`src/rtl/kch_pkg.sv`:
```
`timescale 1ns / 1ps
`default_nettype none
// ----------------------------------------------------------------------------
// kch_pkg
// Shared types and constants for the key click and hold detector.
// ----------------------------------------------------------------------------
package kch_pkg;

    localparam int CFG_INDEX_W = 3;
    localparam int CFG_DATA_W  = 16;
    localparam int S_TDATA_W   = 8;
    localparam int M_TDATA_W   = 8;

    localparam logic [CFG_INDEX_W-1:0] REG_DEBOUNCE_LIMIT  = 3'd0;
    localparam logic [CFG_INDEX_W-1:0] REG_WINDOW_RELOAD   = 3'd1;
    localparam logic [CFG_INDEX_W-1:0] REG_CLICK_MAX       = 3'd2;
    localparam logic [CFG_INDEX_W-1:0] REG_HOLD_VALID      = 3'd3;
    localparam logic [CFG_INDEX_W-1:0] REG_HOLD_LONG       = 3'd4;
    localparam logic [CFG_INDEX_W-1:0] REG_HOLD_EXTRA_LONG = 3'd5;

    localparam logic [7:0]  RST_DEBOUNCE_LIMIT  = 8'd20;
    localparam logic [15:0] RST_WINDOW_RELOAD   = 16'd300;
    localparam logic [3:0]  RST_CLICK_MAX       = 4'd3;
    localparam logic [7:0]  RST_HOLD_VALID      = 8'd2;
    localparam logic [7:0]  RST_HOLD_LONG       = 8'd8;
    localparam logic [7:0]  RST_HOLD_EXTRA_LONG = 8'd40;

    localparam logic [2:0] EVT_NONE       = 3'd0;
    localparam logic [2:0] EVT_CLICKS_MAX = 3'd3;
    localparam logic [2:0] EVT_LONG       = 3'd4;
    localparam logic [2:0] EVT_EXTRA_LONG = 3'd5;

    typedef struct packed {
        logic [7:0]  debounce_limit;
        logic [15:0] window_reload;
        logic [3:0]  click_max;
        logic [7:0]  hold_valid;
        logic [7:0]  hold_long;
        logic [7:0]  hold_extra_long;
    } kch_cfg_t;

    typedef struct packed {
        logic       key_down;
        logic [2:0] event_res;
    } kch_result_t;

    function automatic logic [2:0] click_code(input logic [7:0] n);
        logic [2:0] code;
        if (n > 8'd3) begin
            code = EVT_CLICKS_MAX;
        end else begin
            code = n[2:0];
        end
        return code;
    endfunction

endpackage
`default_nettype wire

```
`src/rtl/kch_cfg_regs.sv`:
```
`timescale 1ns / 1ps
`default_nettype none
// ----------------------------------------------------------------------------
// kch_cfg_regs
// Configuration register file written through the index/data write channel.
// ----------------------------------------------------------------------------
module kch_cfg_regs (
    input  wire logic                           aclk,
    input  wire logic                           aresetn,
    input  wire logic                           cfg_valid,
    output logic                                cfg_ready,
    input  wire logic [kch_pkg::CFG_INDEX_W-1:0] cfg_index,
    input  wire logic [kch_pkg::CFG_DATA_W-1:0]  cfg_data,
    output kch_pkg::kch_cfg_t                   cfg
);
    import kch_pkg::*;

    kch_cfg_t cfg_reg;
    kch_cfg_t cfg_next;

    assign cfg_ready = 1'b1;
    assign cfg       = cfg_reg;

    always_comb begin
        cfg_next = cfg_reg;
        if (cfg_valid) begin
            case (cfg_index)
                REG_DEBOUNCE_LIMIT:  cfg_next.debounce_limit  = cfg_data[7:0];
                REG_WINDOW_RELOAD:   cfg_next.window_reload   = cfg_data[15:0];
                REG_CLICK_MAX:       cfg_next.click_max       = cfg_data[3:0];
                REG_HOLD_VALID:      cfg_next.hold_valid      = cfg_data[7:0];
                REG_HOLD_LONG:       cfg_next.hold_long       = cfg_data[7:0];
                REG_HOLD_EXTRA_LONG: cfg_next.hold_extra_long = cfg_data[7:0];
                default:             cfg_next = cfg_reg;
            endcase
        end
    end

    always_ff @(posedge aclk) begin
        if (!aresetn) begin
            cfg_reg.debounce_limit  <= RST_DEBOUNCE_LIMIT;
            cfg_reg.window_reload   <= RST_WINDOW_RELOAD;
            cfg_reg.click_max       <= RST_CLICK_MAX;
            cfg_reg.hold_valid      <= RST_HOLD_VALID;
            cfg_reg.hold_long       <= RST_HOLD_LONG;
            cfg_reg.hold_extra_long <= RST_HOLD_EXTRA_LONG;
        end else begin
            cfg_reg <= cfg_next;
        end
    end

endmodule
`default_nettype wire

```
`src/rtl/kch_core.sv`:
```
`timescale 1ns / 1ps
`default_nettype none
// ----------------------------------------------------------------------------
// kch_core
// Debounce, click counting and hold detection, one sample per accepted request.
// ----------------------------------------------------------------------------
module kch_core (
    input  wire logic              aclk,
    input  wire logic              aresetn,
    input  wire logic              step,
    input  wire logic              key_level,
    input  wire logic              window_tick,
    input  wire logic              hold_tick,
    input  wire kch_pkg::kch_cfg_t cfg,
    output kch_pkg::kch_result_t   result
);
    import kch_pkg::*;

    logic        last_sample_reg,  last_sample_next;
    logic [7:0]  stable_count_reg, stable_count_next;
    logic        stable_level_reg, stable_level_next;
    logic [7:0]  click_count_reg,  click_count_next;
    logic [15:0] window_timer_reg, window_timer_next;
    logic [7:0]  hold_count_reg,   hold_count_next;
    logic [7:0]  hold_seen_reg,    hold_seen_next;
    logic        long_press_reg,   long_press_next;

    logic [15:0] wt_ticked;
    logic [7:0]  hc_ticked;
    logic [7:0]  cc_inc;
    logic [7:0]  click_max_ext;
    logic [2:0]  event_val;

    assign click_max_ext = {4'd0, cfg.click_max};

    always_comb begin
        wt_ticked = window_timer_reg;
        if (window_tick && (window_timer_reg != 16'd0)) begin
            wt_ticked = window_timer_reg - 16'd1;
        end
        hc_ticked = hold_count_reg;
        if (hold_tick && (hold_count_reg != 8'hFF)) begin
            hc_ticked = hold_count_reg + 8'd1;
        end
        cc_inc = click_count_reg;
        if (click_count_reg != 8'hFF) begin
            cc_inc = click_count_reg + 8'd1;
        end

        last_sample_next  = last_sample_reg;
        stable_count_next = stable_count_reg;
        stable_level_next = stable_level_reg;
        click_count_next  = click_count_reg;
        window_timer_next = wt_ticked;
        hold_count_next   = hc_ticked;
        hold_seen_next    = hold_seen_reg;
        long_press_next   = long_press_reg;
        event_val         = EVT_NONE;

        if (key_level == last_sample_reg) begin
            if (stable_count_reg >= cfg.debounce_limit) begin
                stable_level_next = last_sample_reg;
                if (last_sample_reg && !stable_level_reg) begin
                    if (long_press_reg) begin
                        long_press_next = 1'b0;
                    end else begin
                        click_count_next = cc_inc;
                        if (cc_inc == click_max_ext) begin
                            event_val = click_code(cc_inc);
                        end
                        window_timer_next = cfg.window_reload;
                    end
                end else if (wt_ticked == 16'd0) begin
                    if ((click_count_reg != 8'd0) && (click_count_reg < click_max_ext)) begin
                        event_val = click_code(click_count_reg);
                    end
                    click_count_next = 8'd0;
                end

                if (!last_sample_reg) begin
                    if (hold_seen_reg != hc_ticked) begin
                        if (hc_ticked == cfg.hold_extra_long) begin
                            event_val = EVT_EXTRA_LONG;
                        end else if (hc_ticked == cfg.hold_long) begin
                            event_val = EVT_LONG;
                        end else if (hc_ticked == cfg.hold_valid) begin
                            long_press_next = 1'b1;
                        end
                    end
                    hold_seen_next = hc_ticked;
                end else begin
                    hold_count_next = 8'd0;
                end
            end else begin
                stable_count_next = stable_count_reg + 8'd1;
            end
        end else begin
            stable_count_next = 8'd0;
            last_sample_next  = key_level;
        end

        result.event_res = event_val;
        result.key_down  = ~stable_level_next;
    end

    always_ff @(posedge aclk) begin
        if (!aresetn) begin
            last_sample_reg  <= 1'b0;
            stable_count_reg <= 8'd0;
            stable_level_reg <= 1'b0;
            click_count_reg  <= 8'd0;
            window_timer_reg <= 16'd0;
            hold_count_reg   <= 8'd0;
            hold_seen_reg    <= 8'd0;
            long_press_reg   <= 1'b0;
        end else if (step) begin
            last_sample_reg  <= last_sample_next;
            stable_count_reg <= stable_count_next;
            stable_level_reg <= stable_level_next;
            click_count_reg  <= click_count_next;
            window_timer_reg <= window_timer_next;
            hold_count_reg   <= hold_count_next;
            hold_seen_reg    <= hold_seen_next;
            long_press_reg   <= long_press_next;
        end
    end

endmodule
`default_nettype wire

```
`src/rtl/kch_out_buf.sv`:
```
`timescale 1ns / 1ps
`default_nettype none
// ----------------------------------------------------------------------------
// kch_out_buf
// Two-entry result register that decouples the input side from backpressure.
// ----------------------------------------------------------------------------
module kch_out_buf (
    input  wire logic                aclk,
    input  wire logic                aresetn,
    input  wire logic                push,
    input  wire kch_pkg::kch_result_t push_data,
    output logic                     has_space,
    output logic                     out_valid,
    input  wire logic                out_ready,
    output kch_pkg::kch_result_t     out_data
);
    import kch_pkg::*;

    kch_result_t ent0_reg, ent0_next;
    kch_result_t ent1_reg, ent1_next;
    logic [1:0]  count_reg, count_next;
    logic        pop;

    assign pop       = out_valid && out_ready;
    assign has_space = (count_reg != 2'd2);
    assign out_valid = (count_reg != 2'd0);
    assign out_data  = ent0_reg;

    always_comb begin
        ent0_next  = ent0_reg;
        ent1_next  = ent1_reg;
        count_next = count_reg;
        if (pop) begin
            ent0_next = ent1_reg;
        end
        if (push) begin
            if ((count_reg == 2'd0) || ((count_reg == 2'd1) && pop)) begin
                ent0_next = push_data;
            end else begin
                ent1_next = push_data;
            end
        end
        count_next = count_reg + {1'b0, push} - {1'b0, pop};
    end

    always_ff @(posedge aclk) begin
        if (!aresetn) begin
            count_reg <= 2'd0;
        end else begin
            count_reg <= count_next;
        end
    end

    always_ff @(posedge aclk) begin
        ent0_reg <= ent0_next;
        ent1_reg <= ent1_next;
    end

endmodule
`default_nettype wire

```
`src/rtl/key_click_and_hold_detector.sv`:
```
`timescale 1ns / 1ps
`default_nettype none
// ----------------------------------------------------------------------------
// key_click_and_hold_detector
// Debounces a raw active-low key sample and reports clicks and long presses.
// Each result is written into the output buffer when its request is accepted.
// Throughput: one request per cycle while the result buffer has space.
// A two-entry result buffer holds up to two results while m_tready is low.
// Reset: synchronous, active low; clears core state and the buffer count and loads register defaults.
// ----------------------------------------------------------------------------
module key_click_and_hold_detector (
    input  wire logic                            aclk,
    input  wire logic                            aresetn,
    input  wire logic                            s_tvalid,
    output logic                                 s_tready,
    // s_tdata: [0] key_level, [1] window_tick, [2] hold_tick, [7:3] zero
    input  wire logic [kch_pkg::S_TDATA_W-1:0]   s_tdata,
    output logic                                 m_tvalid,
    input  wire logic                            m_tready,
    // m_tdata: [2:0] event_res, [3] key_down, [7:4] zero
    output logic [kch_pkg::M_TDATA_W-1:0]        m_tdata,
    input  wire logic                            cfg_valid,
    output logic                                 cfg_ready,
    input  wire logic [kch_pkg::CFG_INDEX_W-1:0] cfg_index,
    input  wire logic [kch_pkg::CFG_DATA_W-1:0]  cfg_data
);
    import kch_pkg::*;

    kch_cfg_t    cfg;
    kch_result_t step_result;
    kch_result_t out_result;
    logic        accept;
    logic        buf_space;

    assign s_tready = buf_space;
    assign accept   = s_tvalid && buf_space;
    assign m_tdata  = {4'd0, out_result.key_down, out_result.event_res};

    kch_cfg_regs u_cfg (
        .aclk      (aclk),
        .aresetn   (aresetn),
        .cfg_valid (cfg_valid),
        .cfg_ready (cfg_ready),
        .cfg_index (cfg_index),
        .cfg_data  (cfg_data),
        .cfg       (cfg)
    );

    kch_core u_core (
        .aclk        (aclk),
        .aresetn     (aresetn),
        .step        (accept),
        .key_level   (s_tdata[0]),
        .window_tick (s_tdata[1]),
        .hold_tick   (s_tdata[2]),
        .cfg         (cfg),
        .result      (step_result)
    );

    kch_out_buf u_out (
        .aclk      (aclk),
        .aresetn   (aresetn),
        .push      (accept),
        .push_data (step_result),
        .has_space (buf_space),
        .out_valid (m_tvalid),
        .out_ready (m_tready),
        .out_data  (out_result)
    );

endmodule
`default_nettype wire

```
`config.mk`:
```
export PLATFORM = sky130hd
export DESIGN_NAME = key_click_and_hold_detector
export DESIGN_NICKNAME = d
export VERILOG_FILES = /design/src/rtl/kch_pkg.sv /design/src/rtl/kch_cfg_regs.sv /design/src/rtl/kch_core.sv /design/src/rtl/kch_out_buf.sv /design/src/rtl/key_click_and_hold_detector.sv
export SDC_FILE = /design/constraint.sdc
export NUM_CORES = 1
export LEC_CHECK = 0
export BUFFER_PORTS_ARGS = -buffer_cell sky130_fd_sc_hd__buf_2
export CORE_MARGIN = 3
export CORE_UTILIZATION = 40
export DETAILED_ROUTE_END_ITERATION = 12
export PLACE_DENSITY = 0.6
export SYNTH_ARGS = -nofsm -noshare
export SYNTH_HDL_FRONTEND = slang
export SYNTH_SLANG_ARGS = --single-unit
```
`constraint.sdc`:
```
create_clock -name aclk -period 3.7 [get_ports aclk]
set_input_delay 0.185 -clock aclk [delete_from_list [all_inputs] [get_ports aclk]]
set_output_delay 0.185 -clock aclk [all_outputs]
set_load 0.01 [all_outputs]
```
Word level (Yosys, flattened, before mapping). Index checks and enable logic that the tools add are counted.

$lt $le $gt $ge: 4. Equality and inequality tests: 17. $add $sub $neg: 6. Shifts and indexed selects: 0. Div/mod/pow operators: 0. Multiply operators: 0. Reduce and logical (&&, ||, !) cells: 28. Bitwise operators: 4. Muxes and demuxes: 39.

Operators with widths (number): $mux W16 (5); $mux W8 (10); $mux W3 (13); $add A8 B1 Y8 const B (3); $eq A8 B8 Y1 (3); $reduce_and A2 Y1 (9); $gt A8 B2 Y1 const B (2); $logic_not A16 Y1 (1); $ne A8 B8 Y1 const B (2); $reduce_bool A16 Y1 (1); $sub A16 B1 Y16 const B (1); $mux W4 (3); $eq A8 B4 Y1 (1); $ge A8 B8 Y1 (1); $lt A8 B4 Y1 (1); $mux W1 (8); $ne A8 B8 Y1 (1); $reduce_bool A8 Y1 (1); $logic_and A1 B1 Y1 (7); $eq A3 B2 Y1 const B (2); $eq A3 B3 Y1 const B (2); $ne A2 B2 Y1 const B (3); $reduce_and A5 Y1 (1); $not A1 Y1 (4); 12 further kinds (13).

Memories kept: 0. RAM bits: 0. Logic and storage cells: 117. Flip-flop bits (word level): 113. ROM bits: 0. Bits in latches: 0. Input bits: 32.

Longest topological paths before layout. Gate-level depths: netlist of run 1.

Depth after elaboration: 15. Gate-level depth with buffers: 12. Gate-level depth less buffers: 10.

Modules after synthesis. A second synthesis of run 1 with hierarchy kept.

Cell total of the unflattened synthesis: 797. Area, all modules: 6672.6 µm².

By module, submodules not included: kch_core (sequential area each 1021.0 µm², area an instance 4161.5 µm², cells each 557, times used 1); kch_cfg_regs (sequential area each 1041.0 µm², area an instance 2033.2 µm², cells each 201, times used 1); kch_out_buf (sequential area each 240.2 µm², area an instance 437.9 µm², cells each 33, times used 1); key_click_and_hold_detector (sequential area each 0.0 µm², area an instance 40.0 µm², cells each 6, times used 1).

Worst setup path after synthesis of run 1. OpenSTA, ideal clock, no wires.

Path kind: register to register. From: reg u_core.window_timer_reg[0]. To: reg u_core.click_count_reg[4]. Slack: 620 ps. Arrival time: 3020 ps. Required time: 3640 ps. Setup time: 60 ps. Stages on the path, launching flop included: 13. Period minus slack after synthesis: 3080 ps. Cells stage by stage: dfxtp_1 > clkbuf_1 > inv_1 > ha_1 > or3b_2 > clkbuf_4 > o41ai_4 > a21oi_1 > o32ai_2 > nand3_2 > a211oi_4 > a22o_1 > a22o_1.

Longest elaborated chain between the ends: 6. Elaborated cells on any way between the ends: 7. Classes of those cells: add/sub: 1; mux: 1; reduce/logical: 5.

Ends and longest elaborated chain: start: declaration (RTL line kch_core.sv:23) `logic [15:0] window_timer_reg, window_timer_next;`; start signal: assignment (RTL line kch_core.sv:121) `window_timer_reg <= window_timer_next;`; branches (longest 2 deep; another with $sub A16 B1 Y16); $mux W16 (*) (RTL line kch_core.sv:38) `if (window_tick && (window_timer_reg != 16'd0)) begin`; $logic_not A16 Y1 (*) (RTL line kch_core.sv:73) `end else if (wt_ticked == 16'd0) begin`; $reduce_bool A2 Y1 (no source line) (*); $reduce_and A5 Y1 (no source line) (*); end signal: assignment (RTL line kch_core.sv:120) `click_count_reg <= click_count_next;`; end: declaration (RTL line kch_core.sv:22) `logic [7:0] click_count_reg, click_count_next;`.

Mark *: on every way between the ends. A chain may end at the register's enable or synchronous reset.

Worst setup path after layout of run 1. Same ends and word-level chain as after synthesis.

==> results of run 1 <==
worst max-delay path, cell delays in order, from the launching register on:
cell                       delay (ns)
sky130_fd_sc_hd__dfxtp_1         0.38
sky130_fd_sc_hd__inv_1           0.11
sky130_fd_sc_hd__ha_1            0.31
sky130_fd_sc_hd__or3b_2          0.56
sky130_fd_sc_hd__nor4_1          0.42
sky130_fd_sc_hd__a211oi_1        0.10
sky130_fd_sc_hd__nor4_2          0.38
sky130_fd_sc_hd__nand3_2         0.17
sky130_fd_sc_hd__a211oi_4        0.49
sky130_fd_sc_hd__a22o_1          0.20
sky130_fd_sc_hd__a22o_1          0.11
Yosys cell counts, types with 10 or more instances:
cell                         n
sky130_fd_sc_hd__clkbuf_1   46
sky130_fd_sc_hd__nand4_1    11
sky130_fd_sc_hd__a211oi_1   12
sky130_fd_sc_hd__nor3_1     24
sky130_fd_sc_hd__nand2b_1   13
sky130_fd_sc_hd__o211ai_1   14
sky130_fd_sc_hd__dfxtp_1   109
sky130_fd_sc_hd__nor4_1     14
sky130_fd_sc_hd__o21ai_0    32
sky130_fd_sc_hd__o22ai_1    10
sky130_fd_sc_hd__a21oi_1    44
sky130_fd_sc_hd__xnor2_1    28
sky130_fd_sc_hd__nand3_1    33
sky130_fd_sc_hd__o21a_1     10
sky130_fd_sc_hd__ha_1       18
sky130_fd_sc_hd__nor2_1     49
sky130_fd_sc_hd__nor2b_1    23
sky130_fd_sc_hd__inv_1      33
sky130_fd_sc_hd__mux2i_1    23
sky130_fd_sc_hd__a21boi_0   42
sky130_fd_sc_hd__nand2_1   140
final timing paths:
path,endpoint,slack (ns)
setup / recovery,u_core.click_count_reg[4],0.40
hold / removal,u_cfg.cfg[39],0.03
setup reg to reg,u_core.click_count_reg[4],0.40
hold reg to reg,u_cfg.cfg[28],0.46
cell usage in the layout (no fill, tap or decap), types with 6 or more instances in the layout:
cell type                     n
sky130_fd_sc_hd__o22ai_1     10
sky130_fd_sc_hd__o211ai_1    14
sky130_fd_sc_hd__dfxtp_1    109
sky130_fd_sc_hd__xor2_1       6
sky130_fd_sc_hd__nand4_1     11
sky130_fd_sc_hd__buf_4       24
sky130_fd_sc_hd__nand2_1    140
sky130_fd_sc_hd__clkbuf_1     6
sky130_fd_sc_hd__or2_2        8
sky130_fd_sc_hd__o21a_1      10
sky130_fd_sc_hd__a211oi_1    12
sky130_fd_sc_hd__inv_1       33
sky130_fd_sc_hd__mux2i_1     23
sky130_fd_sc_hd__o21ai_0     32
sky130_fd_sc_hd__nor2b_1     23
sky130_fd_sc_hd__a31oi_1      8
sky130_fd_sc_hd__nand3_1     33
sky130_fd_sc_hd__buf_2       32
sky130_fd_sc_hd__nor3_1      23
sky130_fd_sc_hd__o2111ai_1    7
sky130_fd_sc_hd__or3_1        8
sky130_fd_sc_hd__xnor2_1     28
sky130_fd_sc_hd__nor2_1      49
sky130_fd_sc_hd__and3_1       6
sky130_fd_sc_hd__a21oi_1     44
sky130_fd_sc_hd__ha_1        18
sky130_fd_sc_hd__nand3b_1     7
sky130_fd_sc_hd__nor4_1      14
sky130_fd_sc_hd__a22oi_1      7
sky130_fd_sc_hd__nand2b_1    13
sky130_fd_sc_hd__clkbuf_16   17
sky130_fd_sc_hd__and4_1       6
sky130_fd_sc_hd__a21boi_0    42
sky130_fd_sc_hd__and2_1       8
where the power goes:
group          switching (mW)  internal [mW]
clock                   0.548          0.948
combinational           0.714          0.509
sequential              0.114           1.32
logic make-up (layout without fill, tap and decap cells):
| logic type | after synthesis | count (layout) |
|---|---|---|
| AND/OR/NAND/NOR | 378 | 378 |
| adder cells (fa/ha/maj) | 18 | 18 |
| AO/OA/AOI/OAI | 243 | 243 |
| XOR/XNOR | 35 | 35 |
| multiplexers | 24 | 24 |
| other | 2 | 5 |
| buffers and inverters | 97 | 122 |
| flip-flops | 113 | 113 |
cell type report:
type | count | area (um2)
Inverter | 34 | 127.6
Timing Repair Buffer | 57 | 350.3
Clock buffer | 25 | 475.5
Sequential cell | 113 | 2302
Multi-Input combinational cell | 703 | 4459
Clock inverter | 6 | 56.30
Tap cell | 225 | 281.5
Fill cell | 1767 | 9364
metal layers:
metal,vias to the layer above,track usage,routed length (um)
met5,-,0,0
met3,16,0.04097,1026
met1,3155,0.2837,9343
li1,3300,-,-
met2,153,0.3302,9276
met4,0,0.05201,193
stage by stage:
step / power (mW) / area, um2 / cells / hold WS (ns) / setup slack [ns]
CTS: 4.180 / 8053 / 1163 / 0.01074 / 0.4213
finish: 4.149 / 8053 / 1163 / 0.02511 / 0.4008
global placement: 2.666 / 7511 / 1131 / 0.3999 / 0.4793
floorplan: 2.390 / 7183 / 913 / 0.3090 / 0.6205
detailed placement: 2.670 / 7511 / 1131 / 0.4085 / 0.4363
global route: 4.393 / 8053 / 1163 / 0.03345 / 0.1531
repair_timing:
item / in CTS / in global routing
hold buffers: 1 / 0
hold endpoints to repair: 1 / 0
gates resized for setup: 0 / 0
==> flow_summary.ini, run 1 <==
[cells_and_area]
largest_reg_flops = 52
antenna_cells = 0
layout.core_utilization = 0.4624
area_growth_pct = 12.28
drive_above_1_share = 0.1258
nets = 976

[power_and_ir_drop]
powerDensity_nw_per_um2 = 515.2
p_leak_nw = 2.959
max-vdd-ir-drop_mv = 0.3603

[drt]
dr.first_iter.drc_count = 534
via_count = 6624
dr.pass1.iters = 6
wirelength_um = 19840
dr_drc_count = 0
final_antenna_net_count = 0
wl_per_cell_um = 17.06
route.detailed.vias_per_inst = 5.696

[floorplan]
floorplan.core_area_um2 = 17420
core.rowCount = 48
fp.dieH_um = 139.9
dieArea_um2 = 19570
start_util = 0.4118
ioPinCount = 43
dieWidth_um = 139.9

[clock_tree]
tritoncts = built
cts.clk_slew.worst_paths_ns = 0.05
htree_num_levels = 4
root_buffer = sky130_fd_sc_hd__clkbuf_16
cts_buffer_depth = 2
cts_setup_buffers = 0
cts_buffers = 17
clock-sinks = 113
clk-insertion-delay-late_ns = 0.42

[global_routing]
overflow = 0
grt_max_degree = 58
vias_in_the_first_global_route = 6241
grt_first_pass_wirelength_um = 32670
antenna_found_initial = 0
grtUsageTotal = 0.2053

[timing]
timing.final.crit_period_ns = 3.299
hold_viol = 0
finalSetupViolations = 0
max-slew-margin-rel = 0.3586
worst-slew-pin-transition_ns = 0.9547
finalCritPeriodShare = 0.8917
timing_limited_maximum_frequency_ghz = 0.3031
clock-skew-final_ns = 0.009939
finalSetupTns_ns = 0
grt_setup_unrepaired = false
timing_max_transition_violations_final = 0

[setup_path]
path_max_fanout = 10
worst_r2r_path_depth = 10
worstSetupStartpoint = u_core.window_timer_reg[0]
critPathKind = reg -> reg
worst-endpoint-arrival_ns = 3.65
crit_path_end_kind = register
critical_path_required_ns = 4.05
critPathLaunchType = register
critical_path.reg2reg.startpoint = u_core.window_timer_reg[0]

[synthesis]
syn_inst = 910
number_of_warnings_issued_by_yosys = 0
synth_cell_type_count = 87
synth_top_family_by_area = simple AND/OR/NAND/NOR gates
yosys.area_share.xor_xnor = 0.04466
synth_async_sr_flop_share = 0
synthMuxAreaShare = 0.03367
synth-edff-count = 4
post-synth-top-area-fraction = 0.3043
synth-seq-area-share = 0.3210
synth_compound_gate_area_share = 0.2409
netlist.top_cell.by_area = sky130_fd_sc_hd__dfxtp_1
simple_logic_cell_fraction_of_the_synthesized_area = 0.2673
yosys.area_share.adder = 0.03140
netlist_area_um2 = 7172
synthesis.area_per_instance_um2 = 7.881
ys_ff_latch = 113
ys_top_cells_by_area = sky130_fd_sc_hd__dfxtp_1, sky130_fd_sc_hd__nand2_1, sky130_fd_sc_hd__a21boi_0
synth_ff_type = sky130_fd_sc_hd__dfxtp_1

[placed_design]
dpl.hpwl_um = 13980
placement.io_buffers = 32
place.gp.congestion = 0.8552

[worst_hold_path]
hp-class = in -> reg
worst_hold_path.num_cells = 3
worst_hold_startpoint = cfg_data[11]

[outcome]
run_status = finished clean

[flow_run]
max_cap_violations = 0
No activity file was read; power rests on OpenSTA's default activity.
==> run 2, diff against run 1 <==
--- a/config.mk
+++ b/config.mk
@@ -9,7 +9,7 @@
 export CORE_MARGIN = 3
 export CORE_UTILIZATION = 40
 export DETAILED_ROUTE_END_ITERATION = 12
-export PLACE_DENSITY = 0.6
+export PLACE_DENSITY_LB_ADDON = 0.25
 export SYNTH_ARGS = -nofsm -noshare
 export SYNTH_HDL_FRONTEND = slang
 export SYNTH_SLANG_ARGS = --single-unit
==> flow_summary.ini, run 2 (synthesis results as in run 1) <==
[outcome]
run_status = finished clean

[cells_and_area]
area_growth_pct = 13.89
final_common_cell = sky130_fd_sc_hd__nand2_1
largest_reg_flops = 52
antenna_cells = 0
drive_above_1_share = 0.1361
num-fill-cells = 1763
nets = 985
layout_common_cells = sky130_fd_sc_hd__nand2_1, sky130_fd_sc_hd__dfxtp_1, sky130_fd_sc_hd__nor2_1
layout.core_utilization = 0.4690

[drt]
route.detailed.vias_per_inst = 5.702
wl_per_cell_um = 16.89
via_count = 6689
wirelength_um = 19810
dr.pass1.iters = 5
dr_drc_count = 0
final_antenna_net_count = 0
dr.first_iter.drc_count = 521

[flow_run]
max_cap_violations = 0

[floorplan]
dieWidth_um = 139.9
fp.dieH_um = 139.9
dieArea_um2 = 19570
ioPinCount = 43
floorplan.core_area_um2 = 17420
core.rowCount = 48
start_util = 0.4118

[setup_path]
worst-endpoint-arrival_ns = 3.64
critical_path_required_ns = 4.07
critPathKind = reg -> reg
path_max_fanout = 10
crit_path_end_kind = register
critPathLaunchType = register

[global_routing]
grt_max_degree = 73
antenna_found_initial = 0
grtUsageTotal = 0.2047
overflow = 0
grt_first_pass_wirelength_um = 32550
vias_in_the_first_global_route = 6203

[clock_tree]
root_buffer = sky130_fd_sc_hd__clkbuf_16
cts_buffers = 17
cts_buffer_depth = 2
tritoncts = built
clk-insertion-delay-late_ns = 0.42
clock-sinks = 113
post_cts_resize_count = 0
cts.clk_slew.worst_paths_ns = 0.05
htree_num_levels = 4

[worst_hold_path]
hp-class = in -> reg

[placed_design]
placement.io_buffers = 32
place.gp.congestion = 0.8752
dpl.hpwl_um = 13920

[timing]
max-slew-margin-rel = 0.3181
finalCritPeriodShare = 0.8851
grt_setup_unrepaired = false
timing_max_transition_violations_final = 0
worst-slew-pin-transition_ns = 1.015
timing.final.crit_period_ns = 3.275
finalSetupViolations = 0
hold_viol = 0
finalSetupTns_ns = 0
timing_limited_maximum_frequency_ghz = 0.3053
clock-skew-final_ns = 0.008740

[power_and_ir_drop]
p_leak_nw = 3.016
total_design_power_mw = 4.259
max-vdd-ir-drop_mv = 0.4109
powerDensity_nw_per_um2 = 521.4
run 2: final cells by class:
class / instances / area, um2 / area share
clock inverter: 11 / 111.4 / 0.01363
tap: 225 / 281.5 / 0.03447
sequential: 113 / 2302 / 0.2819
multi-input combinational: 703 / 4459 / 0.5460
inverter: 34 / 127.6 / 0.01562
timing repair buffer: 66 / 425.4 / 0.05208
clock buffer: 21 / 460.4 / 0.05637
run 2: final timing paths:
check / start / to / slack (ns) / depth (start not counted)
worst max-delay path: u_core.window_timer_reg[0] / u_core.click_count_reg[4] / 0.42 / 10
worst min-delay path: cfg_data[11] / u_cfg.cfg[39] / 0.02 / 3
worst max register to register: u_core.window_timer_reg[0] / u_core.click_count_reg[4] / 0.42 / 10
worst min register to register: u_cfg.cfg[43] / u_cfg.cfg[43] / 0.46 / 2
run 2: stage by stage:
stage / hold WS (ns) / instance area (um2) / cells / setup WS [ns]
6_report: 0.01548 / 8168 / 1173 / 0.4250
3_5_place_dp: 0.4087 / 7526 / 1133 / 0.3579
2_1_floorplan: 0.3090 / 7183 / 913 / 0.6205
5_1_grt: 0.02652 / 8168 / 1173 / 0.1489
4_1_cts: 0.001515 / 8138 / 1169 / 0.2955
3_3_place_gp: 0.4007 / 7526 / 1133 / 0.4692
run 2: where the power goes:
group / switching [mW] / leakage [nW] / internal (mW)
clock: 0.579 / 0.283 / 1.02
combinational: 0.723 / 1.82 / 0.512
sequential: 0.113 / 0.918 / 1.31
total: 1.42 / 3.02 / 2.84
run 2: critical path, stage by stage (launching register included):
cell and delay [ns]:
sky130_fd_sc_hd__dfxtp_1 0.38, sky130_fd_sc_hd__inv_1 0.11, sky130_fd_sc_hd__ha_1 0.30, sky130_fd_sc_hd__or3b_2 0.56, sky130_fd_sc_hd__nor4_1 0.40, sky130_fd_sc_hd__a211oi_1 0.10, sky130_fd_sc_hd__nor4_2 0.37, sky130_fd_sc_hd__nand3_2 0.18
sky130_fd_sc_hd__a211oi_4 0.50, sky130_fd_sc_hd__a22o_1 0.20, sky130_fd_sc_hd__a22o_1 0.12
run 2: what timing repair did:
action	4_1_cts	5_1_grt
endpoints found under the hold margin	4	0
setup endpoints to repair	0	4
buffers inserted	0	4
hold buffers	4	0
run 2: routing by layer:
| layer | vias up | GRT usage | share of wire |
|---|---|---|---|
| li1 | 3330 | - | - |
| met1 | 3167 | 0.2793 | 0.47 |
| met2 | 173 | 0.3284 | 0.46 |
| met3 | 19 | 0.04336 | 0.051 |
| met4 | 0 | 0.05864 | 0.010 |
| met5 | - | 0 | 0 |
